<file path="config.mk">
export PLATFORM = sky130hd
export DESIGN_NAME = centered_moving_average_unit
export DESIGN_NICKNAME = d
export VERILOG_FILES = /design/src/hdl/cma_pkg.sv /design/src/hdl/cma_ring.sv /design/src/hdl/cma_div.sv /design/src/hdl/centered_moving_average_unit.sv
export SDC_FILE = /design/constraint.sdc
export NUM_CORES = 2
export LEC_CHECK = 0
export BUFFER_PORTS_ARGS = -buffer_cell sky130_fd_sc_hd__buf_2
export CORE_AREA = 2 2 473 475
export CTS_CLUSTER_SIZE = 24
export DETAILED_ROUTE_END_ITERATION = 7
export DIE_AREA = 0 0 475 477
export PLACE_DENSITY = 0.65
export SLEW_MARGIN = 20
export SYNTH_ARGS = -nofsm -noshare
export SYNTH_HDL_FRONTEND = slang
export SYNTH_SLANG_ARGS = --single-unit
export TNS_END_PERCENT = 50
</file>
<file path="constraint.sdc">
create_clock -name clk -period 5.01 [get_ports clk]
set_input_delay 0.2505 -clock clk [delete_from_list [all_inputs] [get_ports clk]]
set_output_delay 0.2505 -clock clk [all_outputs]
set_load 0.02 [all_outputs]
</file>
<file path="src/hdl/cma_pkg.sv">
`default_nettype none
// ----------------------------------------------------------------------------
// cma_pkg: shared types and constants of the centered moving average unit
// Field widths, item structs, ring and divider request/response structs.
// ----------------------------------------------------------------------------
package cma_pkg;

  localparam int SAMPLE_BITS  = 16;
  localparam int RADIUS_BITS  = 6;
  localparam int LEN_BITS     = RADIUS_BITS + 1;
  localparam int RING_AW      = 7;
  localparam int SUM_BITS     = SAMPLE_BITS + RING_AW;
  localparam int AVG_BITS     = 17;
  localparam int COUNT_BITS   = 8;
  localparam int MAX_RADIUS   = 63;

  localparam logic [COUNT_BITS-1:0]  COUNT_MAX    = '1;
  localparam logic [RADIUS_BITS-1:0] RADIUS_RESET = RADIUS_BITS'(1);
  localparam logic [AVG_BITS-1:0]    NO_AVERAGE   = '1;

  typedef logic [SAMPLE_BITS-1:0] sample_t;
  typedef logic [SUM_BITS-1:0]    sum_t;
  typedef logic [LEN_BITS-1:0]    len_t;
  typedef logic [RING_AW-1:0]     ring_addr_t;

  typedef struct packed {
    sample_t sample;
    logic    last_sample;
  } sample_item_t;

  typedef struct packed {
    logic signed [AVG_BITS-1:0] average;
    logic                       last_result;
  } result_item_t;

  typedef struct packed {
    logic       wr_en;
    ring_addr_t wr_addr;
    sample_t    wr_data;
    logic       rd_en;
    ring_addr_t rd_addr;
  } ring_req_t;

  typedef struct packed {
    logic start;
    sum_t dividend;
    len_t divisor;
  } div_req_t;

  typedef struct packed {
    logic done;
    sum_t quotient;
  } div_rsp_t;

endpackage
`default_nettype wire

</file>
<file path="src/hdl/cma_ring.sv">
`default_nettype none
// ----------------------------------------------------------------------------
// cma_ring: sample ring store
// One write port and one read port, read data registered.
// ----------------------------------------------------------------------------
module cma_ring (
  input  wire logic                clk,
  input  wire cma_pkg::ring_req_t  req,
  output      cma_pkg::sample_t    rd_data
);

  localparam int DEPTH = 2 ** cma_pkg::RING_AW;

  cma_pkg::sample_t mem [DEPTH];

  always_ff @(posedge clk) begin
    if (req.wr_en) begin
      mem[req.wr_addr] <= req.wr_data;
    end
  end

  always_ff @(posedge clk) begin
    if (req.rd_en) begin
      rd_data <= mem[req.rd_addr];
    end
  end

endmodule
`default_nettype wire

</file>
<file path="src/hdl/cma_div.sv">
`default_nettype none
// ----------------------------------------------------------------------------
// cma_div: iterative unsigned divider
// Restoring division, one quotient bit per cycle; done pulses with quotient.
// ----------------------------------------------------------------------------
module cma_div (
  input  wire logic              clk,
  input  wire logic              rst,
  input  wire cma_pkg::div_req_t req,
  output      cma_pkg::div_rsp_t rsp
);

  localparam int STEPS    = cma_pkg::SUM_BITS;
  localparam int CNT_BITS = $clog2(STEPS);
  localparam int LB       = cma_pkg::LEN_BITS;

  logic                busy;
  logic                done;
  logic [CNT_BITS-1:0] cnt;
  logic [LB-1:0]       rem;
  logic [LB-1:0]       dsr;
  cma_pkg::sum_t       quo;

  logic [LB:0]   trial;
  logic [LB:0]   diff;
  logic          ge;
  logic [LB-1:0] rem_next;
  cma_pkg::sum_t quo_next;

  always_comb begin
    trial    = {rem, quo[STEPS-1]};
    diff     = trial - {1'b0, dsr};
    ge       = trial >= {1'b0, dsr};
    rem_next = ge ? diff[LB-1:0] : trial[LB-1:0];
    quo_next = {quo[STEPS-2:0], ge};
  end

  always_ff @(posedge clk) begin
    if (rst) begin
      busy <= 1'b0;
      done <= 1'b0;
      cnt  <= '0;
    end else begin
      done <= 1'b0;
      if (req.start) begin
        busy <= 1'b1;
        cnt  <= '0;
      end else if (busy) begin
        if (cnt == CNT_BITS'(STEPS - 1)) begin
          busy <= 1'b0;
          done <= 1'b1;
        end else begin
          cnt <= cnt + 1'b1;
        end
      end
    end
  end

  always_ff @(posedge clk) begin
    if (req.start) begin
      rem <= '0;
      quo <= req.dividend;
      dsr <= req.divisor;
    end else if (busy) begin
      rem <= rem_next;
      quo <= quo_next;
    end
  end

  assign rsp.done     = done;
  assign rsp.quotient = quo;

endmodule
`default_nettype wire

</file>
<file path="src/hdl/centered_moving_average_unit.sv">
`default_nettype none
// ----------------------------------------------------------------------------
// centered_moving_average_unit: centered moving average over a sample stream
// Running window sum kept against a ring store; mean by an iterative divider.
// ----------------------------------------------------------------------------
//
// Channel        Dir   Handshake                  Payload
// sample_item    in    sample_valid/sample_ready  sample, last_sample
// result_item    out   result_valid/result_ready  average, last_result
// radius         in    radius_we (no stall)       radius_wdata
//
// Sequence: an item is taken only in idle. Accept cycle issues the ring write of
// the new sample and the ring read of the leaving one; the next cycle updates
// the sum. A full window then runs the divider, one quotient bit per cycle, to
// done and the output register; a window that does not fit skips the divider,
// one with no result also the emit, and the tail gives each trailing -1.
// Reset: synchronous, active high; radius returns to 1, the sum, count and
// write pointer to zero. The ring is not cleared: read data is only used after
// it was written in the current stream.
// Stalls: one output register; the sequencer waits while it holds an item not
// yet taken, and the next sample may be accepted while the last result waits.
//
module centered_moving_average_unit #(
  parameter int MAX_RADIUS = cma_pkg::MAX_RADIUS
) (
  input  wire logic                               clk,
  input  wire logic                               rst,
  input  wire logic                               sample_valid,
  output      logic                               sample_ready,
  input  wire cma_pkg::sample_item_t              sample_item,
  output      logic                               result_valid,
  input  wire logic                               result_ready,
  output      cma_pkg::result_item_t              result_item,
  input  wire logic                               radius_we,
  input  wire logic [cma_pkg::RADIUS_BITS-1:0]    radius_wdata
);

  localparam int RB = cma_pkg::RADIUS_BITS;
  localparam int CB = cma_pkg::COUNT_BITS;

  // sequencer codes
  localparam logic [2:0] S_IDLE = 3'd0;  // waiting for a sample
  localparam logic [2:0] S_SUM  = 3'd1;  // ring data back, update sum
  localparam logic [2:0] S_DIV  = 3'd2;  // divider running
  localparam logic [2:0] S_EMIT = 3'd3;  // main result to output register
  localparam logic [2:0] S_TAIL = 3'd4;  // trailing -1 results, restart

  logic [2:0] state;
  logic [2:0] state_next;

  // stream state
  logic [RB-1:0]       radius;
  cma_pkg::sum_t       running_sum;
  logic [CB-1:0]       sample_count;
  cma_pkg::ring_addr_t write_pointer;

  // per item latches
  cma_pkg::sample_t            cur_sample;
  logic                        last_q;
  logic                        leave_q;   // a sample leaves the window
  logic                        avg_q;     // window fits, divide
  logic                        emit_q;    // a main result is due
  logic [RB-1:0]               pend_cnt;
  logic [cma_pkg::AVG_BITS-1:0] avg_val;

  // window length and compares on the count before this sample
  cma_pkg::len_t win_len;
  logic          accept;
  logic          slot_free;
  logic          load;
  cma_pkg::result_item_t load_item;
  cma_pkg::sum_t sum_next;

  cma_pkg::ring_req_t ring_req;
  cma_pkg::sample_t   ring_rd;
  cma_pkg::div_req_t  div_req;
  cma_pkg::div_rsp_t  div_rsp;

  assign win_len      = {radius, 1'b1};
  assign sample_ready = (state == S_IDLE);
  assign accept       = sample_valid && sample_ready;
  assign slot_free    = !result_valid || result_ready;

  // ring: new sample at the write pointer, leaving one len entries behind
  always_comb begin
    ring_req.wr_en   = accept;
    ring_req.wr_addr = write_pointer;
    ring_req.wr_data = sample_item.sample;
    ring_req.rd_en   = accept;
    ring_req.rd_addr = write_pointer - win_len;
  end

  cma_ring u_ring (
    .clk     (clk),
    .req     (ring_req),
    .rd_data (ring_rd)
  );

  // add the new sample, drop the leaving one
  assign sum_next = running_sum + cma_pkg::sum_t'(cur_sample)
                  - (leave_q ? cma_pkg::sum_t'(ring_rd) : '0);

  always_comb begin
    div_req.start    = (state == S_SUM) && avg_q;
    div_req.dividend = sum_next;
    div_req.divisor  = win_len;
  end

  cma_div u_div (
    .clk (clk),
    .rst (rst),
    .req (div_req),
    .rsp (div_rsp)
  );

  // output register loads
  always_comb begin
    load      = 1'b0;
    load_item = '{average: avg_val, last_result: last_q && (radius == '0)};
    unique case (state)
      S_EMIT: begin
        load = slot_free;
      end
      S_TAIL: begin
        load      = slot_free && (pend_cnt != '0);
        load_item = '{average: cma_pkg::NO_AVERAGE,
                      last_result: (pend_cnt == RB'(1))};
      end
      default: begin
        load = 1'b0;
      end
    endcase
  end

  always_comb begin
    state_next = state;
    unique case (state)
      S_IDLE: if (accept) state_next = S_SUM;
      S_SUM: begin
        priority if (avg_q)  state_next = S_DIV;
        else if (emit_q)     state_next = S_EMIT;
        else                 state_next = S_TAIL;
      end
      S_DIV:  if (div_rsp.done) state_next = S_EMIT;
      S_EMIT: if (slot_free) state_next = S_TAIL;
      S_TAIL: if (pend_cnt == '0) state_next = S_IDLE;
      default: state_next = S_IDLE;
    endcase
  end

  always_ff @(posedge clk) begin
    if (rst) begin
      state         <= S_IDLE;
      radius        <= cma_pkg::RADIUS_RESET;
      running_sum   <= '0;
      sample_count  <= '0;
      write_pointer <= '0;
      pend_cnt      <= '0;
      last_q        <= 1'b0;
      result_valid  <= 1'b0;
    end else begin
      state <= state_next;

      // radius only between streams; clamp to the supported maximum
      if (radius_we && (sample_count == '0)) begin
        radius <= (radius_wdata > RB'(MAX_RADIUS)) ? RB'(MAX_RADIUS) : radius_wdata;
      end

      if (accept) begin
        write_pointer <= write_pointer + 1'b1;
        if (sample_count != cma_pkg::COUNT_MAX) begin
          sample_count <= sample_count + 1'b1;
        end
        last_q <= sample_item.last_sample;
        // indices still pending at end of stream: min(count + 1, radius)
        if (!sample_item.last_sample) begin
          pend_cnt <= '0;
        end else if (sample_count < CB'(radius)) begin
          pend_cnt <= sample_count[RB-1:0] + 1'b1;
        end else begin
          pend_cnt <= radius;
        end
      end

      if (state == S_SUM) begin
        running_sum <= sum_next;
      end

      if (load && (state == S_TAIL)) begin
        pend_cnt <= pend_cnt - 1'b1;
      end

      // end of stream: back to a fresh window
      if ((state == S_TAIL) && (pend_cnt == '0) && last_q) begin
        running_sum   <= '0;
        sample_count  <= '0;
        write_pointer <= '0;
        last_q        <= 1'b0;
      end

      if (load) begin
        result_valid <= 1'b1;
      end else if (result_ready) begin
        result_valid <= 1'b0;
      end
    end
  end

  // payload latches
  always_ff @(posedge clk) begin
    if (accept) begin
      cur_sample <= sample_item.sample;
      leave_q    <= sample_count >= CB'(win_len);
      avg_q      <= sample_count >= CB'({radius, 1'b0});
      emit_q     <= sample_count >= CB'(radius);
    end
    if (state == S_SUM) begin
      avg_val <= cma_pkg::NO_AVERAGE;
    end
    if (div_rsp.done) begin
      avg_val <= div_rsp.quotient[cma_pkg::AVG_BITS-1:0];
    end
    if (load) begin
      result_item <= load_item;
    end
  end

`ifndef SYNTH
  // divider finishes only while the sequencer waits for it
  a_div_done_in_div: assert property (@(posedge clk) disable iff (rst)
    div_rsp.done |-> (state == S_DIV))
    else $error("divider done outside S_DIV");

  // trailing results exist only for a last sample
  a_pend_needs_last: assert property (@(posedge clk) disable iff (rst)
    (pend_cnt != '0) |-> last_q)
    else $error("pending results without last sample");

  // radius holds while an item is in work
  a_radius_stable: assert property (@(posedge clk) disable iff (rst)
    (state != S_IDLE) |=> $stable(radius))
    else $error("radius changed mid item");

  // an accepted item always goes to the sum update next
  a_accept_to_sum: assert property (@(posedge clk) disable iff (rst)
    accept |=> (state == S_SUM))
    else $error("accept not followed by sum update");
`endif

endmodule
`default_nettype wire
</file>
After elaboration in Yosys (flattened, before gate mapping):

Memory sizes are Yosys's and may differ from the RTL's. A register that Yosys moved wholly into a read port is not among the register bits.
Index checks and enable logic that the tools add are counted.

* $add $sub $neg: 9
* $lt $le $gt $ge: 6
* equal/unequal tests: 11
* mux-type cells: 28
* bitwise operators: 2
* reduce and logical (&&, ||, !) cells: 25

Operators by type and width (count)
* $mux W23: 2
* $mux W17: 2
* $mux W6: 5
* $ge A8 B7 Y1: 3
* $add A23 B16 Y23: 1
* $sub A23 B16 Y23: 1
* $mux W3: 6
* $mux W16: 1
* $pmux W3 S5: 1
* $sub A7 B7 Y7: 2
* $logic_not A6 Y1: 2
* $mux W1: 9
* $add A8 B1 Y8 const B: 1
* $ge A8 B6 Y1: 1
* $logic_and A1 B1 Y1: 8
* $logic_not A8 Y1: 1
* $lt A8 B6 Y1: 1
* $ne A8 B8 Y1 const B: 1
* $reduce_bool A2 Y1: 4
* $add A7 B1 Y7 const B: 1
* $mux W7: 1
* $add A6 B1 Y6 const B: 1
* $eq A3 B2 Y1 const B: 2
* $eq A6 B1 Y1 const B: 1
* other kinds (18): 23

* register bits after elaboration: 152
* bits in writable memories: 2048
* bits of input ports: 28
* output and inout port bits: 20
* memories kept: 1

Memory list
* u_ring.mem: words 128, width 16, read ports 1, clocked after memory_dff 1, wr ports 1, line cma_ring.sv:14 `cma_pkg::sample_t mem [DEPTH];`

Longest topological paths before layout:

* depth in word-level cells: 6
* depth in mapped cells: 18

Hierarchy:

A second synthesis with hierarchy kept.

* cells, all modules: 4030
* area total of the unflattened synthesis: 87950.6 µm²

By module, submodules not included
* cma_ring: times used 1, cells an instance 3086, area an instance 78683.0 µm², seq. area each 61979.4 µm²
* centered_moving_average_unit: times used 1, cells an instance 754, area an instance 6977.9 µm², seq. area each 2722.6 µm²
* cma_div: times used 1, cells an instance 190, area an instance 2289.7 µm², seq. area each 1181.1 µm²

Worst setup path after synthesis:

No wires, ideal clock.

* path kind: register to register
* from: register write_pointer[0]
* to: register u_ring.rd_data[0] (read register of u_ring.mem) (data pin)
* arrival time: 3.998 ns
* required time: 4.742 ns
* slack: 0.743 ns
* stages on the path, launching flop included: 16
* clock period less this slack: 4.267 ns
* cell sequence: dfxtp_1 buf_4 buf_4 buf_4 buf_4 buf_4 inv_1 fa_1 buf_2 buf_2 buf_1 clkbuf_1 mux4_2 mux4_2 o211ai_1 nand4_1

RTL lines
* from (decl): line centered_moving_average_unit.sv:55 `cma_pkg::ring_addr_t write_pointer;`
* from (signal assigned): line centered_moving_average_unit.sv:170 `write_pointer <= write_pointer + 1'b1;`
* to (decl): line cma_ring.sv:9 `output cma_pkg::sample_t rd_data`

Final worst setup path:

* from: register write_pointer[1]
* to: register u_ring.rd_data[11] (read register of u_ring.mem) (data pin)

* cells in the longest elaborated chain, start to end: 1

Ends and longest elaborated chain
* $sub A7 B7 Y7: line centered_moving_average_unit.sv:90 `ring_req.rd_addr = write_pointer - win_len;`

No other way between the ends.
A chain may end at the register's enable or synchronous reset.

==> results.cfg <==
[timing]
setup_tns_ns = 0
fin_skew_ns = 0.0672
period_share_pct = 86.7
setup_viol = 0
min_period_ns = 4.34
relSlewSlack_pct = 18.4
hold_viol = 0
whs_ns = 0.0254
worst_slew_pin_slew_ns = 1.22
clock.fmax_ghz = 0.230
fin_ws_ns = 0.666
slew_viol_final = 0
rsz0062_at_grt = false

[global_route]
grt_overflow = 0
grt_pass1_vias = 45343
grt_max_degree = 100
grt_pass1_wl_microns = 322000
track_usage_pct = 19.5
antenna_found_initial = 14

[setup_path]
required_ns = 5.64
cp_max_fo = 24
crit_type = flip-flop to flip-flop
arrival_ns = 4.98
end_kind = flip-flop
ff2ff_path_depth = 10
cp-start-kind = flip-flop
r2r_slack_ns = 0.67
r2r_end = u_ring.rd_data[11]
regToRegStartpoint = write_pointer[1]

[worst_hold_path]
hold_path.class = input pin to flip-flop
whs_path_depth = 1
min-delay-start = sample_item[15]
holdPathEnd = u_ring.mem[0][14]

[logic_synthesis]
synthArstFlopShare_pct = 0
synthFlopType = edfxtp_1
yosysWarnings = 0
post_synth_num_cell_types = 74
synth_fa_ha_area_share_pct = 1.20
synth_xor_area_share_pct = 0.434
synth_fp_nets = 4707
synth-simple-area-share_pct = 5.23
synth_compound_area_share_pct = 2.30
synth_edf_count = 2147
synth_top_family_by_area = multiplexers
syn_avg_cell_area_sq_um = 19.2
synth.cell_area_sq_um = 88200
ys_seq_elements = 2216
synthMuxAreaShare_pct = 14.5
yosysSeqAreaShare_pct = 74.6
synth_cells = 4605

[run_status]
status = finished, final reports clean

[place]
port_buffers = 47
place_congestion = 0.864
dp_hpwl_microns = 135000
dpl-instance-area_sq_um = 93300
dp_slack_ns = 0.753

[drt]
routedWlPerCell_microns = 27.6
drc = 0
num_vias = 45734
first_pass_iters = 6
post_drt_via_cell_ratio = 5.67
drt_iter0_markers = 5838
routed_wl_microns = 223000
ant_nets = 0

[cts]
cts_root_buf = clkbuf_16
clk_latency_ns = 0.88
cts_sinks = 2216
cts_tree = built
cts_buffers = 212
htree_levels = 4
ctsResizeCount = 0
post_cts_buffers = 0
ctsLongestPathBuffers = 3
cts.clk_slew.worst_paths_ns = 0.06
hold_buffers = 27

[cells_and_area]
final_area_sq_um = 100000
finalNetCount = 5007
fin_util_pct = 45.3
fill_cells = 18554
layout_commonest_cell = edfxtp_1
drive_gt1_share_pct = 23.2
layout_common_cells = 2,147 x edfxtp_1, 539 x mux4_2, 473 x nand2_1, 243 x buf_4, 214 x clkbuf_16
multiInputGateArea_sq_um = 20900
syn_to_final_growth_pct = 13.8
regArea_sq_um = 65900

[pwr]
vdd_ir_drop_max_mv = 0.672
power_density_nw_per_um2 = 560
static-leakage-power_uw = 0.0321

[die]
fp.dieH_microns = 477
fp.dieW_microns = 475
core_area_sq_um = 221000
row_count = 173
dieArea_sq_um = 227000
ioPinCount = 48
start_util_pct = 39.8

[run]
max_cap_viol_count = 0
-- power by group --
part           total (uW)  internal (uW)  switching [uW]  leakage, uW
Combinational       19200           7970           11300      0.00901
Sequential          21400          20900             433       0.0198
Clock               15600           8630            7000      0.00328
Total               56200          37500           18700       0.0321
-- area by class of cell --
class | instances | share of cell area, %
repair buffers | 326 | 2.74
clock inverters | 133 | 1.20
flip-flops and latches | 2216 | 65.6
clock buffers | 262 | 5.53
diodes | 3 | 0.00748
multi-input cells | 2047 | 20.8
well taps | 2975 | 3.71
inverters | 102 | 0.381
-- cells by family (layout without fill, tap and decap cells) --
group | Yosys count | count (layout)
and+or+nand+nor | 1035 | 1035
DFF | 2216 | 2216
other | 0 | 3
buffers and inverters | 342 | 823
AOI/OAI and AO/OA | 296 | 296
muxes | 600 | 600
adders and majority gates | 74 | 74
xor gates and xnor gates | 42 | 42
-- sequential cells by signal, summed over array words and instances, names as in the netlist, 6 cells and up --
register,count
avg_val,17
cur_sample,16
pend_cnt,6
radius,6
result_item,18
running_sum,23
sample_count,8
u_div.dsr,6
u_div.quo,23
u_div.rem,7
u_ring.mem,2048
u_ring.rd_data,16
write_pointer,7
-- worst max path at each step --
stage / depth (start not counted) / slack, ns / endpoint / startpoint
after floorplan: 15 / 0.74 / u_ring.rd_data[0] / write_pointer[0]
after global placement: 8 / 0.80 / u_ring.rd_data[6] / write_pointer[1]
after detailed placement: 8 / 0.75 / u_ring.rd_data[6] / write_pointer[1]
after CTS: 8 / 0.73 / u_ring.rd_data[6] / write_pointer[1]
after global routing: 10 / 0.48 / u_ring.rd_data[11] / write_pointer[1]
final: 10 / 0.67 / u_ring.rd_data[11] / write_pointer[1]
-- layer usage --
layer  track usage [%]  up-vias  wire length, microns
li1                  -    19084                     -
met1              26.7    24168                 88400
met2              31.3     2127                108000
met3              4.34      349                 20000
met4              5.74        6                  6310
met5                 0        -                    34
-- cells in the mapped netlist, types with 4 or more instances --
cell type	instances	share of area, %
fa_1	18	0.41
xnor2_1	14	0.14
nand2b_1	24	0.17
o221ai_1	10	0.099
o21a_1	13	0.11
dfxtp_1	69	1.6
inv_1	100	0.43
o32a_1	8	0.091
mux2i_1	60	0.68
a32oi_1	11	0.11
a31oi_1	20	0.14
and2_1	22	0.16
nor2_1	208	0.89
a21oi_1	57	0.32
clkbuf_1	101	0.43
a211oi_1	14	0.12
o21ai_0	58	0.33
nor4_1	4	0.028
o22ai_1	8	0.057
mux4_2	539	14
xor2_1	26	0.26
o211ai_1	11	0.094
a311oi_1	14	0.14
a31o_2	14	0.14
or2_2	20	0.14
and3_1	43	0.30
nand2_1	473	2.0
nor3_1	22	0.12
buf_2	82	0.47
ha_1	56	0.79
or3_1	6	0.043
nand4_1	26	0.18
a311o_1	5	0.057
a221o_1	5	0.057
buf_1	25	0.11
a22oi_1	7	0.060
edfxtp_1	2147	73
buf_6	5	0.064
o21bai_1	4	0.034
a21o_1	17	0.14
nor3b_1	4	0.034
buf_4	27	0.23
nor2b_1	15	0.11
nand3_1	148	0.84
-- worst max-delay path, stage by stage, from the launching register on --
cell      delay (ns)
dfxtp_1         0.46
inv_1           0.15
fa_4            0.96
buf_4           0.27
buf_4           0.40
mux4_2          0.36
mux2i_1         0.22
mux2i_1         0.17
a22oi_1         0.42
o221ai_1        0.32
a221o_1         0.33
-- metrics by stage --
| stage | cells | power (uW) |
|---|---|---|
| after floorplan | 4605 | 34300 |
| after global placement | 7639 | 40900 |
| after detailed placement | 7639 | 40900 |
| after CTS | 8061 | 56500 |
| after global routing | 8062 | 58400 |
| final | 8064 | 56200 |
Power figures use the tool's default switching activity.
